## config.mk

```make
export PLATFORM = sky130hd
export DESIGN_NAME = rv64ie_regfile
export DESIGN_NICKNAME = d
export VERILOG_FILES = /design/src/sv/rv64i_base_integer_execute_top_assert.svh /design/src/sv/rv64ie_pkg.sv /design/src/sv/rv64ie_regfile.sv
export SDC_FILE = /design/constraint.sdc
export NUM_CORES = 2
export LEC_CHECK = 0
export CORE_UTILIZATION = 40
export DETAILED_ROUTE_END_ITERATION = 8
export DONT_BUFFER_PORTS = 1
export PLACE_DENSITY = 0.56
export SLEW_MARGIN = 20
export SYNTH_ARGS = -nofsm -noshare
export SYNTH_HDL_FRONTEND = slang
export SYNTH_SLANG_ARGS = --single-unit
```

## constraint.sdc

```tcl
create_clock -name clk -period 4 [get_ports clk]
set_clock_uncertainty 0.05 [all_clocks]
set_input_delay 1.2 -clock clk [delete_from_list [all_inputs] [get_ports clk]]
set_output_delay 1.2 -clock clk [all_outputs]
set_load 0.005 [all_outputs]
```

## src/sv/rv64i_base_integer_execute_top_assert.svh

```systemverilog
// Assertion macros shared by the execute unit.
`ifndef RV64I_BASE_INTEGER_EXECUTE_TOP_ASSERT_SVH
`define RV64I_BASE_INTEGER_EXECUTE_TOP_ASSERT_SVH

`ifndef ASSERT_OFF
`define RV64IE_ASSERT_IMP(label, clk, rst_n, ante, cons) \
    label: assert property (@(posedge clk) disable iff (!rst_n) (ante) |-> (cons)) \
        else $error("rv64ie assertion failed");
`define RV64IE_ASSERT_NXT(label, clk, rst_n, ante, cons) \
    label: assert property (@(posedge clk) disable iff (!rst_n) (ante) |=> (cons)) \
        else $error("rv64ie assertion failed");
`else
`define RV64IE_ASSERT_IMP(label, clk, rst_n, ante, cons)
`define RV64IE_ASSERT_NXT(label, clk, rst_n, ante, cons)
`endif

`endif

```

## src/sv/rv64ie_pkg.sv

```systemverilog
package rv64ie_pkg;

    localparam int MEM_BYTES = 65536;
    localparam int MEM_AW    = $clog2(MEM_BYTES);
    localparam int ROW_AW    = MEM_AW - 2;
    localparam int MEM_ROWS  = MEM_BYTES / 4;

    localparam int IN_W  = 40;
    localparam int OUT_W = 152;

    typedef enum logic [5:0] {
        OP_LUI   = 6'd0,  OP_AUIPC = 6'd1,  OP_JAL   = 6'd2,  OP_JALR  = 6'd3,
        OP_BEQ   = 6'd4,  OP_BNE   = 6'd5,  OP_BLT   = 6'd6,  OP_BGE   = 6'd7,
        OP_BLTU  = 6'd8,  OP_BGEU  = 6'd9,  OP_SB    = 6'd10, OP_SH    = 6'd11,
        OP_SW    = 6'd12, OP_LB    = 6'd13, OP_LH    = 6'd14, OP_LW    = 6'd15,
        OP_LBU   = 6'd16, OP_LHU   = 6'd17, OP_ADDI  = 6'd18, OP_SLTI  = 6'd19,
        OP_SLTIU = 6'd20, OP_XORI  = 6'd21, OP_ORI   = 6'd22, OP_ANDI  = 6'd23,
        OP_SLLI  = 6'd24, OP_SRLI  = 6'd25, OP_SRAI  = 6'd26, OP_ADD   = 6'd27,
        OP_SUB   = 6'd28, OP_SLL   = 6'd29, OP_SLT   = 6'd30, OP_SLTU  = 6'd31,
        OP_XOR   = 6'd32, OP_SRL   = 6'd33, OP_SRA   = 6'd34, OP_OR    = 6'd35,
        OP_AND   = 6'd36
    } op_t;

    // Result of the execute stage for one instruction.
    typedef struct packed {
        logic              ok;
        logic [63:0]       next_pc;
        logic              wr;
        logic [4:0]        rd;
        logic [63:0]       val;
        logic              st;
        logic              ld;
        logic              mem;
        logic [MEM_AW-1:0] base;
        op_t               op;
        logic [31:0]       stdata;
    } ex_t;

    typedef struct packed {
        logic        we;
        logic [4:0]  addr;
        logic [63:0] data;
    } rf_wr_t;

    typedef struct packed {
        logic              we;
        logic              re;
        logic [MEM_AW-1:0] addr;
        logic [2:0]        nbytes;
        logic [31:0]       wdata;
    } dm_req_t;

    function automatic logic [2:0] access_bytes(input op_t op);
        logic [2:0] n;
        case (op) inside
            OP_SB, OP_LB, OP_LBU: n = 3'd1;
            OP_SH, OP_LH, OP_LHU: n = 3'd2;
            default:              n = 3'd4;
        endcase
        return n;
    endfunction

endpackage

```

## src/sv/rv64ie_regfile.sv

```systemverilog
module rv64ie_regfile
    import rv64ie_pkg::*;
(
    input  logic        clk,
    input  logic        rst_n,
    input  logic        re,
    input  logic [4:0]  raddr1,
    input  logic [4:0]  raddr2,
    input  rf_wr_t      wr,
    output logic [63:0] rdata1,
    output logic [63:0] rdata2
);

    logic [63:0] mem [32];
    logic [31:0] vld_reg;
    logic [63:0] rdata1_reg;
    logic [63:0] rdata2_reg;
    logic [63:0] rd1_next;
    logic [63:0] rd2_next;

    // Pass through a write landing on the same edge.
    always_comb
    begin
        if (wr.we && wr.addr == raddr1)
            rd1_next = wr.data;
        else
            rd1_next = vld_reg[raddr1] ? mem[raddr1] : 64'd0;
        if (wr.we && wr.addr == raddr2)
            rd2_next = wr.data;
        else
            rd2_next = vld_reg[raddr2] ? mem[raddr2] : 64'd0;
    end

    always_ff @(posedge clk or negedge rst_n)
    begin
        if (!rst_n)
            vld_reg <= '0;
        else if (wr.we)
            vld_reg[wr.addr] <= 1'b1;
    end

    always_ff @(posedge clk)
    begin
        if (wr.we)
            mem[wr.addr] <= wr.data;
        if (re)
        begin
            rdata1_reg <= rd1_next;
            rdata2_reg <= rd2_next;
        end
    end

    assign rdata1 = rdata1_reg;
    assign rdata2 = rdata2_reg;

endmodule

```

# [Yosys cells after proc, flatten, opt, wreduce, memory -nomap -nowiden]
# Memories as Yosys holds them, arrays and structs flattened.
# Index checks and enable logic that the tools add are counted.
# Widths: inputs -> output; s select.
[totals] inputBits=83 mem_count=1 ff_bits=160 mem_bits_rw=2048 out_inout_bits=128 wordCells=26
[op_classes] n_lt_le_gt_ge=4 n_bitwise=1 n_mux=12 eq_ne=2 reduce_logical=3
[memory_table] name="mem" words=32 word_bits=64 read_ports=2 rd_ports_with_merged_regs=0 write_ports=1 line="rv64ie_regfile.sv:14" source="logic [63:0] mem [32];"
[op_table] cell="$mux 64" count=4
[op_table] cell="$or 32x32->32" count=1
[op_table] cell="$lt 5x6->1 const B" count=3
[op_table] cell="$bmux 1 s5" count=2
[op_table] cell="$eq 5x5->1" count=2
[op_table] cell="$demux 1 s5" count=1
[op_table] cell="$ge 5x1->1 const B" count=1
[op_table] cell="$mux 1" count=5
[op_table] cell="$logic_and 1x1->1" count=3

# [Logic depth before layout (Yosys ltp)]
[logic_depth] word_depth=5 ltp_mapped=11 depth_no_buf=5

# [Least setup slack after synthesis]
# No wires, ideal clock.
[synth_timing] path_type="input port to flip-flop" start="in wr[69] (netlist name)" end="mem mem[28][0] (enable)" required_time_ns=3.463 path_slack_ns=-1.304 setup_time_ns=0.487 cell_stages=4 path_buffers=2 arrival_time_ns=4.767 path_cell_list="clkbuf_1 > or3b_2 > clkbuf_1 > nor2_1"
[synth_between] elab_chain_len=2
[synth_lines] element="from (decl)" line="rv64ie_regfile.sv:9" source="input rf_wr_t wr,"
[synth_lines] element="$mux 1" line="rv64ie_regfile.sv:44" source="if (wr.we)"
[synth_lines] element="$mux 1 (not written as such)" line="rv64ie_regfile.sv:45" source="mem[wr.addr] <= wr.data;"
[synth_lines] element="to (decl)" line="rv64ie_regfile.sv:14"
# Every way passes these cells.

# [Worst setup path in the final report]
[layout_timing] start="in raddr2[0]" end="reg rdata2_reg[8] (netlist: rdata2[8]) (data pin)"
[layout_between] elab_chain_len=4 elab_cells_between_ends=7 cone_classes="eq/ne: 1; mux: 4; reduce/logical: 1; memory: 1"
[layout_lines] element="from (decl)" line="rv64ie_regfile.sv:8" source="input logic [4:0] raddr2,"
[layout_lines] element="$bmux 1 s5" line="rv64ie_regfile.sv:31" source="rd2_next = vld_reg[raddr2] ? mem[raddr2] : 64'd0;"
[layout_lines] element="$mux 1 (not written as such)" line="rv64ie_regfile.sv:31"
[layout_lines] element="$mux 64" line="rv64ie_regfile.sv:31"
[layout_lines] element="$mux 64 (*)" line="rv64ie_regfile.sv:28" source="if (wr.we && wr.addr == raddr2)"
[layout_lines] element="via rd2_next[8]" line="rv64ie_regfile.sv:19" source="logic [63:0] rd2_next;"
[layout_lines] element="to (signal assigned)" line="rv64ie_regfile.sv:49" source="rdata2_reg <= rd2_next;"
[layout_lines] element="to (decl)" line="rv64ie_regfile.sv:17" source="logic [63:0] rdata2_reg;"
# Mark *: on every way through the listed nets, which the timed path passes. The rest lies on a longest branch. The select of a mux whose other input is x is not followed.
# A chain may end at the register's enable or synchronous reset.

==> results.toml <==
[status]
outcome = "complete, no violations"

[yosys]
synth_area_um2 = 103600
syn_nets = 6035
yosysWarnings = 0
synth-simple-area-share_pct = 2.806
synthMuxAreaShare_pct = 22.05
synth_top_family_by_area = "multiplexers"
synth-seq-cells = 2208
synthDistinctLibCells = 66
synth_xor_area_share_pct = 0.08455
synth_edf_count = 2176
ys_seq_area_share_pct = 63.85
async_flop_share_pct = 1.449
syn_area_per_cell_um2 = 17.40
synth_compound_area_share_pct = 8.398
synthCells = 5952
ys.flop_type = "edfxtp_1"
synth_adder_area_share_pct = 0

[critical_path]
max_stage_delay_ns = 0.56
cp_top_family = "buffers and inverters"
crit_chain = "buf_16 > buf_16 > buf_16 > mux4_2 > a22oi_1 > nand2_1 > a21oi_1 > o21ai_0"
critPathBufInv = 3
required_ns = 4.59
reg2reg_setup_slack_ns = 1.08
cp_max_fo = 99
worstRegToRegCells = 7
crit_path_start_kind = "input pin"
r2r-start = "vld_reg[28]$_DFFE_PN0P_"
cp_slowest_cell = "mux4_2"
setup.worst_path.end_class = "flip-flop"
r2r-end = "rdata2[13]$_DFFE_PP_"
crit_top_cell = "buf_16"
crit_start = "raddr2[0]"
crit_arrival_ns = 4.52
critPathKind = "in -> reg"

[floorplan]
rows = 186
core_um2 = 257200
die_y_um = 510.9
die_area_um2 = 261000
die_x_um = 510.9
initial_core_util_pct = 40.28
ios = 211

[sta]
fin_crit_sh_pct = 98.18
setup_viol = 0
drv_slew = 0
period_minus_slack_ns = 3.927
tightest_slew_ns = 1.300
max_freq_mhz = 254.6
rsz0062_at_grt = "false"
layout_setup_ws_ns = 0.07292
hold_violations = 0
maxSlewHeadroom_pct = 13.36

[power]
power.leakage_nw = 37.76
ir_drop_mv = 0.4290
powerDensity_nw_per_um2 = 442.1

[place]
gp_congestion = 0.7719
post-place-ws_ns = -0.1046
portBuffers = 0
dp_cells = 9090
dpl.hpwl_um = 178100

[grt]
antenna_found_initial = 13
gr-total-overflow = 0
grt_usage_pct = 26.90
grt_pass1_vias = 63260
grt_pass1_wl_um = 496900
grt_max_degree = 735

[routing]
drt_pass1_iterations = 6
wire_per_inst_um = 37.66
viasPerCell = 6.626
drc_errors = 0
num_vias = 63246
drt-initial-drc-count = 7942
wl_um = 359500
antenna_left = 0

[cells_and_area]
nNetsFinal = 6046
stdcell_count = 9545
drive_gt1_share_pct = 23.12
area_delta_synth_final_pct = 12.28
largest_reg_flops = 2048

[clock_tree]
postCtsSetupRepairBufs = 0
cts_tree = "built"
insertion_delay_ns = 0.91
clock_sinks = 2208
clk_path_buf_depth = 3
clkTransAtPathRegs_ns = 0.06
h-tree-depth = 4
clockRootBuffer = "clkbuf_16"
cts_buffers = 234

[worst_hold_path]
hp-class = "in -> async"

[job]
max_cap_violations = 0
## routing by layer
layer | wire, um | GRT usage [%] | vias to the layer above | part of all wire (%)
met1 | 143800 | 36.70 | 33877 | 40
li1 | - | - | 25245 | -
met2 | 168100 | 42.92 | 3456 | 47
met5 | 27 | 0 | - | 0.0075
met3 | 35160 | 5.743 | 664 | 9.8
met4 | 12380 | 8.552 | 4 | 3.4
## synthesized netlist by cell type, types with 32 or more instances
master | instances | area [um^2]
or2_2 | 34 | 212.7
nand2b_1 | 46 | 287.8
o211ai_1 | 36 | 270.3
mux2_2 | 107 | 1205
o32ai_1 | 36 | 315.3
dfrtp_1 | 32 | 800.8
nor2b_1 | 83 | 519.3
a21oi_1 | 181 | 905.9
mux4_2 | 607 | 13670
a22o_1 | 38 | 332.8
o311ai_0 | 39 | 341.6
o21ai_1 | 40 | 200.2
clkbuf_1 | 211 | 792.0
o221ai_1 | 65 | 569.3
buf_2 | 115 | 575.6
o21ba_2 | 37 | 370.4
nor2_1 | 163 | 611.8
buf_4 | 57 | 427.9
a211oi_1 | 39 | 292.8
buf_1 | 36 | 135.1
nor3_1 | 41 | 205.2
buf_6 | 49 | 551.8
o311ai_1 | 34 | 297.8
a22oi_1 | 78 | 585.6
edfxtp_1 | 2176 | 65340
o21ai_0 | 98 | 490.5
a221oi_1 | 202 | 1769
mux2i_1 | 753 | 7537
nand2_1 | 203 | 762.0
a221o_1 | 145 | 1451
## cells by family (layout without fill, tap and decap cells)
group / after synthesis / after routing
AO/OA/AOI/OAI: 1128 / 1128
XOR/XNOR: 10 / 10
buffers and inverters: 509 / 716
flip-flops: 2208 / 2208
multiplexers: 1484 / 1484
other: 0 / 2
AND/OR/NAND/NOR: 613 / 613
## timing repair
| action | 4_1_cts | 5_1_grt |
|---|---|---|
| gates resized for setup | 0 | 1 |
| endpoints found under the setup margin | 0 | 31 |
| hold endpoints to repair | 32 | 0 |
| hold buffers | 1 | 0 |
## where the power goes
group / total, W / switching, W / internal, W
logic: 0.00428 / 0.00235 / 0.00192
registers: 0.0263 / 0.000355 / 0.0260
clock network: 0.0208 / 0.00934 / 0.0115
## metrics by stage
stage                TNS, ns  util [%]  total power [W]  instance area, um^2  hold slack, ns
finish                     0     45.23          0.05143               116300          0.1029
global placement      -2.970     42.20          0.03050               108500          0.4233
floorplan           -1344.00         -          0.02958               103700          0.4011
detailed placement   -0.9887     42.20          0.03053               108500          0.4279
CTS                        0     45.02          0.05116               115800         0.04411
global route               0     45.23          0.05277               116300         0.06254
## cell usage in the layout, fill, tap and decap left out, types with 13 or more instances in the layout
cell,instances
a22oi_1,78
o311ai_1,35
o211ai_1,36
a221oi_1,202
buf_12,106
o21ai_0,98
o32ai_1,36
nor2b_1,77
mux2i_1,753
o21ba_2,37
clkbuf_1,71
a221o_1,145
o311ai_0,38
dfrtp_1,32
o22ai_1,21
mux4_2,607
buf_16,14
edfxtp_1,2176
a22o_1,38
nor2_4,37
inv_1,13
o221ai_1,65
clkinv_1,57
nor2_1,128
mux4_1,16
a21oi_1,181
a211oi_1,39
nor3_1,41
or2_2,34
clkbuf_16,241
mux2_2,107
clkinv_2,38
o21ai_1,40
nand2_1,202
nand2b_1,45
nand3b_1,16
buf_4,141
## worst max path at each step
stage / end / slack [ns] / cells after the start
4_1_cts: rdata2[13]$_DFFE_PP_ / 0.87 / 7
3_3_place_gp: rdata2[8]$_DFFE_PP_ / -0.23 / 6
2_1_floorplan: mem[1][0]$_DFFE_PP_ / -1.04 / 3
3_5_place_dp: rdata2[13]$_DFFE_PP_ / -0.10 / 7
6_report: rdata2[8]$_DFFE_PP_ / 0.07 / 8
5_1_grt: rdata1[10]$_DFFE_PP_ / 0.02 / 8
## cell type report
| class | count | area, um^2 |
|---|---|---|
| Tap cell | 3384 | 4234 |
| Timing Repair Buffer | 267 | 3716 |
| Sequential cell | 2208 | 66140 |
| Clock inverter | 123 | 1039 |
| Antenna cell | 2 | 5.005 |
| Clock buffer | 309 | 6188 |
| Fill cell | 21878 | 140800 |
| Inverter | 17 | 73.82 |
| Multi-Input combinational cell | 3235 | 34920 |
No activity file was read; power rests on OpenSTA's default activity.
