===== src/sv/rv64i_base_integer_execute_top_assert.svh =====
// Assertion macros shared by the execute unit.
`ifndef RV64I_BASE_INTEGER_EXECUTE_TOP_ASSERT_SVH
`define RV64I_BASE_INTEGER_EXECUTE_TOP_ASSERT_SVH

`ifndef ASSERT_OFF
`define RV64IE_ASSERT_IMP(label, clk, rst_n, ante, cons) \
    label: assert property (@(posedge clk) disable iff (!rst_n) (ante) |-> (cons)) \
        else $error("rv64ie assertion failed");
`define RV64IE_ASSERT_NXT(label, clk, rst_n, ante, cons) \
    label: assert property (@(posedge clk) disable iff (!rst_n) (ante) |=> (cons)) \
        else $error("rv64ie assertion failed");
`else
`define RV64IE_ASSERT_IMP(label, clk, rst_n, ante, cons)
`define RV64IE_ASSERT_NXT(label, clk, rst_n, ante, cons)
`endif

`endif


===== src/sv/rv64ie_pkg.sv =====
package rv64ie_pkg;

    localparam int MEM_BYTES = 65536;
    localparam int MEM_AW    = $clog2(MEM_BYTES);
    localparam int ROW_AW    = MEM_AW - 2;
    localparam int MEM_ROWS  = MEM_BYTES / 4;

    localparam int IN_W  = 40;
    localparam int OUT_W = 152;

    typedef enum logic [5:0] {
        OP_LUI   = 6'd0,  OP_AUIPC = 6'd1,  OP_JAL   = 6'd2,  OP_JALR  = 6'd3,
        OP_BEQ   = 6'd4,  OP_BNE   = 6'd5,  OP_BLT   = 6'd6,  OP_BGE   = 6'd7,
        OP_BLTU  = 6'd8,  OP_BGEU  = 6'd9,  OP_SB    = 6'd10, OP_SH    = 6'd11,
        OP_SW    = 6'd12, OP_LB    = 6'd13, OP_LH    = 6'd14, OP_LW    = 6'd15,
        OP_LBU   = 6'd16, OP_LHU   = 6'd17, OP_ADDI  = 6'd18, OP_SLTI  = 6'd19,
        OP_SLTIU = 6'd20, OP_XORI  = 6'd21, OP_ORI   = 6'd22, OP_ANDI  = 6'd23,
        OP_SLLI  = 6'd24, OP_SRLI  = 6'd25, OP_SRAI  = 6'd26, OP_ADD   = 6'd27,
        OP_SUB   = 6'd28, OP_SLL   = 6'd29, OP_SLT   = 6'd30, OP_SLTU  = 6'd31,
        OP_XOR   = 6'd32, OP_SRL   = 6'd33, OP_SRA   = 6'd34, OP_OR    = 6'd35,
        OP_AND   = 6'd36
    } op_t;

    // Result of the execute stage for one instruction.
    typedef struct packed {
        logic              ok;
        logic [63:0]       next_pc;
        logic              wr;
        logic [4:0]        rd;
        logic [63:0]       val;
        logic              st;
        logic              ld;
        logic              mem;
        logic [MEM_AW-1:0] base;
        op_t               op;
        logic [31:0]       stdata;
    } ex_t;

    typedef struct packed {
        logic        we;
        logic [4:0]  addr;
        logic [63:0] data;
    } rf_wr_t;

    typedef struct packed {
        logic              we;
        logic              re;
        logic [MEM_AW-1:0] addr;
        logic [2:0]        nbytes;
        logic [31:0]       wdata;
    } dm_req_t;

    function automatic logic [2:0] access_bytes(input op_t op);
        logic [2:0] n;
        case (op) inside
            OP_SB, OP_LB, OP_LBU: n = 3'd1;
            OP_SH, OP_LH, OP_LHU: n = 3'd2;
            default:              n = 3'd4;
        endcase
        return n;
    endfunction

endpackage


===== src/sv/rv64ie_alu.sv =====
module rv64ie_alu
    import rv64ie_pkg::*;
(
    input  op_t         op,
    input  logic [31:0] word,
    input  logic [63:0] a,
    input  logic [63:0] b,
    input  logic [63:0] pc,
    output ex_t         res
);

    logic [63:0] imm_i, imm_s, imm_b, imm_u, imm_j;
    logic [63:0] val, next, sum_mem;
    logic        wr, st, ld, ok, take;
    logic [4:0]  rd;
    logic [5:0]  shamt_i, shamt_r;

    assign rd    = word[11:7];
    assign imm_i = {{52{word[31]}}, word[31:20]};
    assign imm_s = {{52{word[31]}}, word[31:25], word[11:7]};
    assign imm_b = {{52{word[31]}}, word[7], word[30:25], word[11:8], 1'b0};
    assign imm_u = {{32{word[31]}}, word[31:12], 12'd0};
    assign imm_j = {{44{word[31]}}, word[19:12], word[20], word[30:21], 1'b0};
    assign shamt_i = word[25:20];
    assign shamt_r = b[5:0];

    always_comb
    begin
        val  = 64'd0;
        next = pc + 64'd4;
        wr   = 1'b0;
        st   = 1'b0;
        ld   = 1'b0;
        ok   = 1'b1;
        take = 1'b0;
        unique case (op)
            OP_LUI:   begin val = imm_u; wr = 1'b1; end
            OP_AUIPC: begin val = pc + imm_u; wr = 1'b1; end
            OP_JAL:   begin val = pc + 64'd4; wr = 1'b1; next = pc + imm_j; end
            OP_JALR:
            begin
                val  = pc + 64'd4;
                wr   = 1'b1;
                next = (a + imm_i) & ~64'd1;
            end
            OP_BEQ:   take = (a == b);
            OP_BNE:   take = (a != b);
            OP_BLT:   take = ($signed(a) < $signed(b));
            OP_BGE:   take = !($signed(a) < $signed(b));
            OP_BLTU:  take = (a < b);
            OP_BGEU:  take = (a >= b);
            OP_SB, OP_SH, OP_SW: st = 1'b1;
            OP_LB, OP_LH, OP_LW, OP_LBU, OP_LHU:
            begin
                ld = 1'b1;
                wr = 1'b1;
            end
            OP_ADDI:  begin val = a + imm_i; wr = 1'b1; end
            OP_SLTI:  begin val = {63'd0, $signed(a) < $signed(imm_i)}; wr = 1'b1; end
            OP_SLTIU: begin val = {63'd0, a < imm_i}; wr = 1'b1; end
            OP_XORI:  begin val = a ^ imm_i; wr = 1'b1; end
            OP_ORI:   begin val = a | imm_i; wr = 1'b1; end
            OP_ANDI:  begin val = a & imm_i; wr = 1'b1; end
            OP_SLLI:  begin val = a << shamt_i; wr = 1'b1; end
            OP_SRLI:  begin val = a >> shamt_i; wr = 1'b1; end
            OP_SRAI:  begin val = 64'($signed(a) >>> shamt_i); wr = 1'b1; end
            OP_ADD:   begin val = a + b; wr = 1'b1; end
            OP_SUB:   begin val = a - b; wr = 1'b1; end
            OP_SLL:   begin val = a << shamt_r; wr = 1'b1; end
            OP_SLT:   begin val = {63'd0, $signed(a) < $signed(b)}; wr = 1'b1; end
            OP_SLTU:  begin val = {63'd0, a < b}; wr = 1'b1; end
            OP_XOR:   begin val = a ^ b; wr = 1'b1; end
            OP_SRL:   begin val = a >> shamt_r; wr = 1'b1; end
            OP_SRA:   begin val = 64'($signed(a) >>> shamt_r); wr = 1'b1; end
            OP_OR:    begin val = a | b; wr = 1'b1; end
            OP_AND:   begin val = a & b; wr = 1'b1; end
            default:  ok = 1'b0;
        endcase
        if (take)
            next = pc + imm_b;
        if (!ok)
            next = pc;
        if (rd == 5'd0)
            wr = 1'b0;
    end

    assign sum_mem = a + (st ? imm_s : imm_i);

    always_comb
    begin
        res         = '0;
        res.ok      = ok;
        res.next_pc = next;
        res.wr      = wr;
        res.rd      = wr ? rd : 5'd0;
        res.val     = (wr && !ld) ? val : 64'd0;
        res.st      = st;
        res.ld      = ld;
        res.mem     = st || ld;
        res.base    = (st || ld) ? sum_mem[MEM_AW-1:0] : '0;
        res.op      = op;
        res.stdata  = b[31:0];
    end

endmodule

===== config.mk =====
export PLATFORM = sky130hd
export DESIGN_NAME = rv64ie_alu
export DESIGN_NICKNAME = d
export VERILOG_FILES = /design/src/sv/rv64i_base_integer_execute_top_assert.svh /design/src/sv/rv64ie_pkg.sv /design/src/sv/rv64ie_alu.sv
export SDC_FILE = /design/constraint.sdc
export NUM_CORES = 2
export LEC_CHECK = 0
export BUFFER_PORTS_ARGS = -buffer_cell sky130_fd_sc_hd__buf_4
export CORE_MARGIN = 2
export CORE_UTILIZATION = 25
export DETAILED_ROUTE_END_ITERATION = 7
export PLACE_DENSITY_LB_ADDON = 0.1
export SYNTH_ARGS = -nofsm -noshare
export SYNTH_HDL_FRONTEND = slang
export SYNTH_SLANG_ARGS = --single-unit
export TNS_END_PERCENT = 10

===== constraint.sdc =====
create_clock -name vclk -period 5.05
set_input_delay 0.2525 -clock vclk [all_inputs]
set_output_delay 0.2525 -clock vclk [all_outputs]
set_load 0.03 [all_outputs]

After elaboration in Yosys (flattened, before gate mapping)
Index checks and enable logic that the tools add are counted.
{"block": "word_totals", "mem_bits_rw": 0, "in_bits": 230, "out_inout_bits": 192, "memories": 0, "regBits": 0, "latch_bits": 0, "mem_bits_ro": 0, "word_cells": 88}
{"block": "op_classes", "mul": 0, "addsub": 8, "n_eq_ne": 38, "n_bitwise": 6, "n_reduce_logical": 11, "shifts": 6, "n_mux": 14, "magnitude_cmp": 5, "n_div": 0}
{"operator": "$pmux W64 S22", "n": 1}
{"operator": "$add A64 B64 Y64", "n": 5}
{"operator": "$lt A64 B64 Y1", "n": 3}
{"operator": "$mux W64", "n": 3}
{"operator": "$and A64 B64 Y64", "n": 2}
{"operator": "$or A64 B64 Y64", "n": 2}
{"operator": "$pmux W64 S2", "n": 1}
{"operator": "$shl A64 B6 Y64", "n": 2}
{"operator": "$shr A64 B6 Y64", "n": 2}
{"operator": "$sshr A64 B6 Y64", "n": 2}
{"operator": "$xor A64 B64 Y64", "n": 2}
{"operator": "$eq A6 B5 Y1 const B", "n": 16}
{"operator": "$add A64 B3 Y64 const B", "n": 1}
{"operator": "$eq A64 B64 Y1", "n": 1}
{"operator": "$ge A64 B64 Y1", "n": 1}
{"operator": "$lt A64 B12 Y1", "n": 1}
{"operator": "$ne A64 B64 Y1", "n": 1}
{"operator": "$sub A64 B64 Y64", "n": 1}
{"operator": "$eq A6 B4 Y1 const B", "n": 8}
{"operator": "$reduce_or A37 Y1", "n": 1}
{"operator": "$eq A6 B6 Y1 const B", "n": 5}
{"operator": "$reduce_or A28 Y1", "n": 1}
{"operator": "$eq A6 B3 Y1 const B", "n": 4}
{"operator": "$add A16 B16 Y16", "n": 1}
{"operator": "14 further kinds", "n": 21}

Depth between registers and ports, before layout
{"block": "depth", "depth_word": 6, "depth_mapped": 22, "mapped_depth_nobuf": 20}

Worst setup path before layout
Ideal clock, no wire load.
{"block": "synth_timing", "path_type": "input -> output", "from": "input word[31]", "to": "output res[188] (netlist bit)", "cell_stages": 15, "arrival_ns": 5.121, "required_ns": 4.798, "setup_slack_ns": -0.323, "path_buffers": 2, "path_cell_list": "clkbuf_1 inv_1 ha_1 clkbuf_1 nor4_1 nand3_1 a31oi_1 nand3_1 o32ai_1 o21ai_1 o32ai_2 a211oi_1 o31ai_1 xor2_1 a211oi_1"}
{"element": "start: declaration", "line_no": "rv64ie_alu.sv:5", "source": "input logic [31:0] word,"}
{"element": "end: declaration", "line_no": "rv64ie_alu.sv:9", "source": "output ex_t res"}

==> summary.md <==
| Metric | Value |
|---|---|
| Full die area | 180000 um2 |
| Register area | 0 um2 |
| Worst Hold Launch | op[1] |
| Drt via density | 6.37 |
| Fin Hold WS | 0.747 ns |
| Final non-filler cell total | 10094 |
| GRT Total Usage | 0.426 |
| Initial antenna violation count | 35 |
| Syn Area/Cell | between 6 and 7 um2 |
| Starting Density | 0.251 |
| IO Count | around 420 |
| Final hold viol count | 0 |
| Status | complete, but fails checks |
| Hold path depth | 2 |
| GR Overflow Total | 0 |
| DRT antenna net count | 0 |
| Core Area | 176000 um2 |
| DIE WIDTH | 424 um |
| Worst setup path class | input port to primary output |
| Fin util | 0.330 |
| Largest net degree at the start of global routing | 76 |
| DP Cell Count | about 10000 |
| Mapped Nets | 7283 |
| Most frequent CP cell | buf_4 |
| Fin nets | 8331 |
| Area grow syn2layout | 31.4% |
| Synth Cell Area | 44200 um2 |
| Crit path cell chain | buf_4, or4b_4, buf_4, buf_4, o21ai_0, nand2_1, buf_4, o21bai_1, buf_4, mux2i_1, buf_4, o2111ai_1, a2111oi_0, o311ai_0, nor2_1, a21oi_1, buf_4 |
| Post-Route WL | just over 400000 um |
| Hold Path Sink | res[33] |
| Multi-input logic area | about 41000 um2 |
| Max-Cap Viols | 0 |
| Relative slew slack | 0.0160 |
| DPL Wire Length | 340000 um |
| Worst Path Max Fanout | 10 |
| RSZ-0062 raised after global routing | yes |
| Period utilisation layout | 1.04 |
| Actual slew at the worst max-slew pin | 1.46 ns |
| Yosys Warn Count | 0 |
| Worst EP arrival | 4.98 ns |
| Max Clk Rate | 191 MHz |
| Die height | 424 um |
| Routed len/inst | 40.0 um |
| First-pass GRT wire length | ~530000 um |
| CP Capture Type | primary output |
| Filler Cell Count | between 15000 and 20000 |
| DRC | 0 |
| Failing checks | negative setup slack |
| FP Rows | roughly 150 |
| Number of clock buffers in the layout | 0 |
| Max Slew Vio Count | 0 |
| Critical Path Max Stage Delay | approximately 0.62 ns |
| First-pass DRT Iterations | 6 |
| Worst setup margin | -0.183 ns |
| Netlist cell types | 104 |
| DRT iter0 DRCs | about 8200 |
| Vias in the first global route | around 60000 |
| GP Congestion | 1.12 |
| Layout cell share with drive strength beyond 1 | 0.252 |
| Crit path launch type | input port |
| CP max stage cell | a21oi_1 |
| Port-buffer cells | 415 |
| Hold Crit Class | input port to primary output |
| Seq_cells | 0 |
| Vias | roughly 64000 |
| Minimum clock period | 5.23 ns |
| Finish-stage setup viols | 6 |
| TNS Setup | -0.370 ns |
| Sequential share of the synthesized area | 0 |
| Required time of the critical path | between 4 and 5 ns |
| Mapped Cells | 6700 |
## through the flow
| step | setup slack (ns) | cell area (um2) |
|---|---|---|
| 2_1_floorplan | 0.0705 | 44200 |
| 3_3_place_gp | -0.624 | 57800 |
| 3_5_place_dp | -0.423 | 57800 |
| 4_1_cts | -0.0180 | 57800 |
| 5_1_grt | -0.100 | 58000 |
| 6_report | -0.183 | 58000 |
## cell usage after synthesis (112+ instances only)
master	n	area, um2
a211oi_1	123	923
a21o_1	118	886
a21oi_1	746	3730
a31oi_1	112	701
clkbuf_1	414	1550
ha_1	346	4330
inv_1	250	938
mux2i_1	418	4180
nand2_1	647	2430
nand3_1	165	826
nand4_1	115	719
nor2_1	545	2050
nor3_1	157	786
o21ai_0	474	2370
o22ai_1	115	719
xnor2_1	256	2240
## worst max-delay path by stage
stage                           to  slack, ns     start
final                      res[82]      -0.18     op[2]
after global routing      res[100]      -0.10     op[2]
after CTS                  res[93]      -0.02     op[2]
after detailed placement  res[189]      -0.42      a[0]
after global placement    res[189]      -0.62      a[0]
after floorplan           res[118]       0.07  word[31]
## repair_timing
| action | CTS | global route |
|---|---|---|
| hold buffers | 0 | 0 |
| endpoints found under the setup margin | 38 | 82 |
| buffers inserted | 1 | 0 |
| gates resized for setup | 15 | 40 |
| pin swaps | 1 | 1 |
## cell families after synthesis
| group | Yosys count | synth area share |
|---|---|---|
| AO/OA/AOI/OAI | 2541 | 0.373 |
| AND/OR/NAND/NOR | 2025 | 0.215 |
| buffers and inverters | 857 | 0.0837 |
| multiplexers | 557 | 0.155 |
| XOR/XNOR | 367 | 0.0728 |
| adder cells (fa/ha/maj) | 353 | 0.101 |
## per-layer routing
| metal | part of all wire | up-vias | track usage |
|---|---|---|---|
| met1 | 0.41 | 32321 | 0.550 |
| li1 | - | 27423 | - |
| met2 | 0.43 | 3755 | 0.663 |
| met4 | 0.071 | 8 | 0.246 |
| met3 | 0.085 | 812 | 0.0771 |
| met5 | 0.00016 | - | 0 |
## layout by cell type, fill, tap and decap left out, types with 56 or more instances in the layout
cell         n
buf_4     1590
o31ai_1     64
o211ai_1    90
o21ai_0    467
a21o_1     117
nand4_1    115
a221oi_1    94
nand3_1    162
mux4_2      94
o21bai_1    89
a31oi_1    110
ha_1       341
o21a_1      56
o22ai_1    115
inv_1      248
a211oi_1   116
mux2i_1    415
buf_12      56
nand2_1    640
o221ai_1    75
a21oi_1    731
and3_1      62
nor3_1     151
nor4_1      71
xnor2_1    254
nor2_1     535
xor2_1     111
## cell type report
type / count / area share
antenna: 8 / 0.000345
timing repair buffer: 1647 / 0.225
inverter: 256 / 0.0167
tap: 2340 / 0.0504
multi-input combinational: 5843 / 0.707
## critical path: cells and delay by family
family / cells / cell delay, ns
buf+inv: 7 / 1.36
simple gates: 3 / 0.84
compound gates: 6 / 2.41
mux: 1 / 0.09
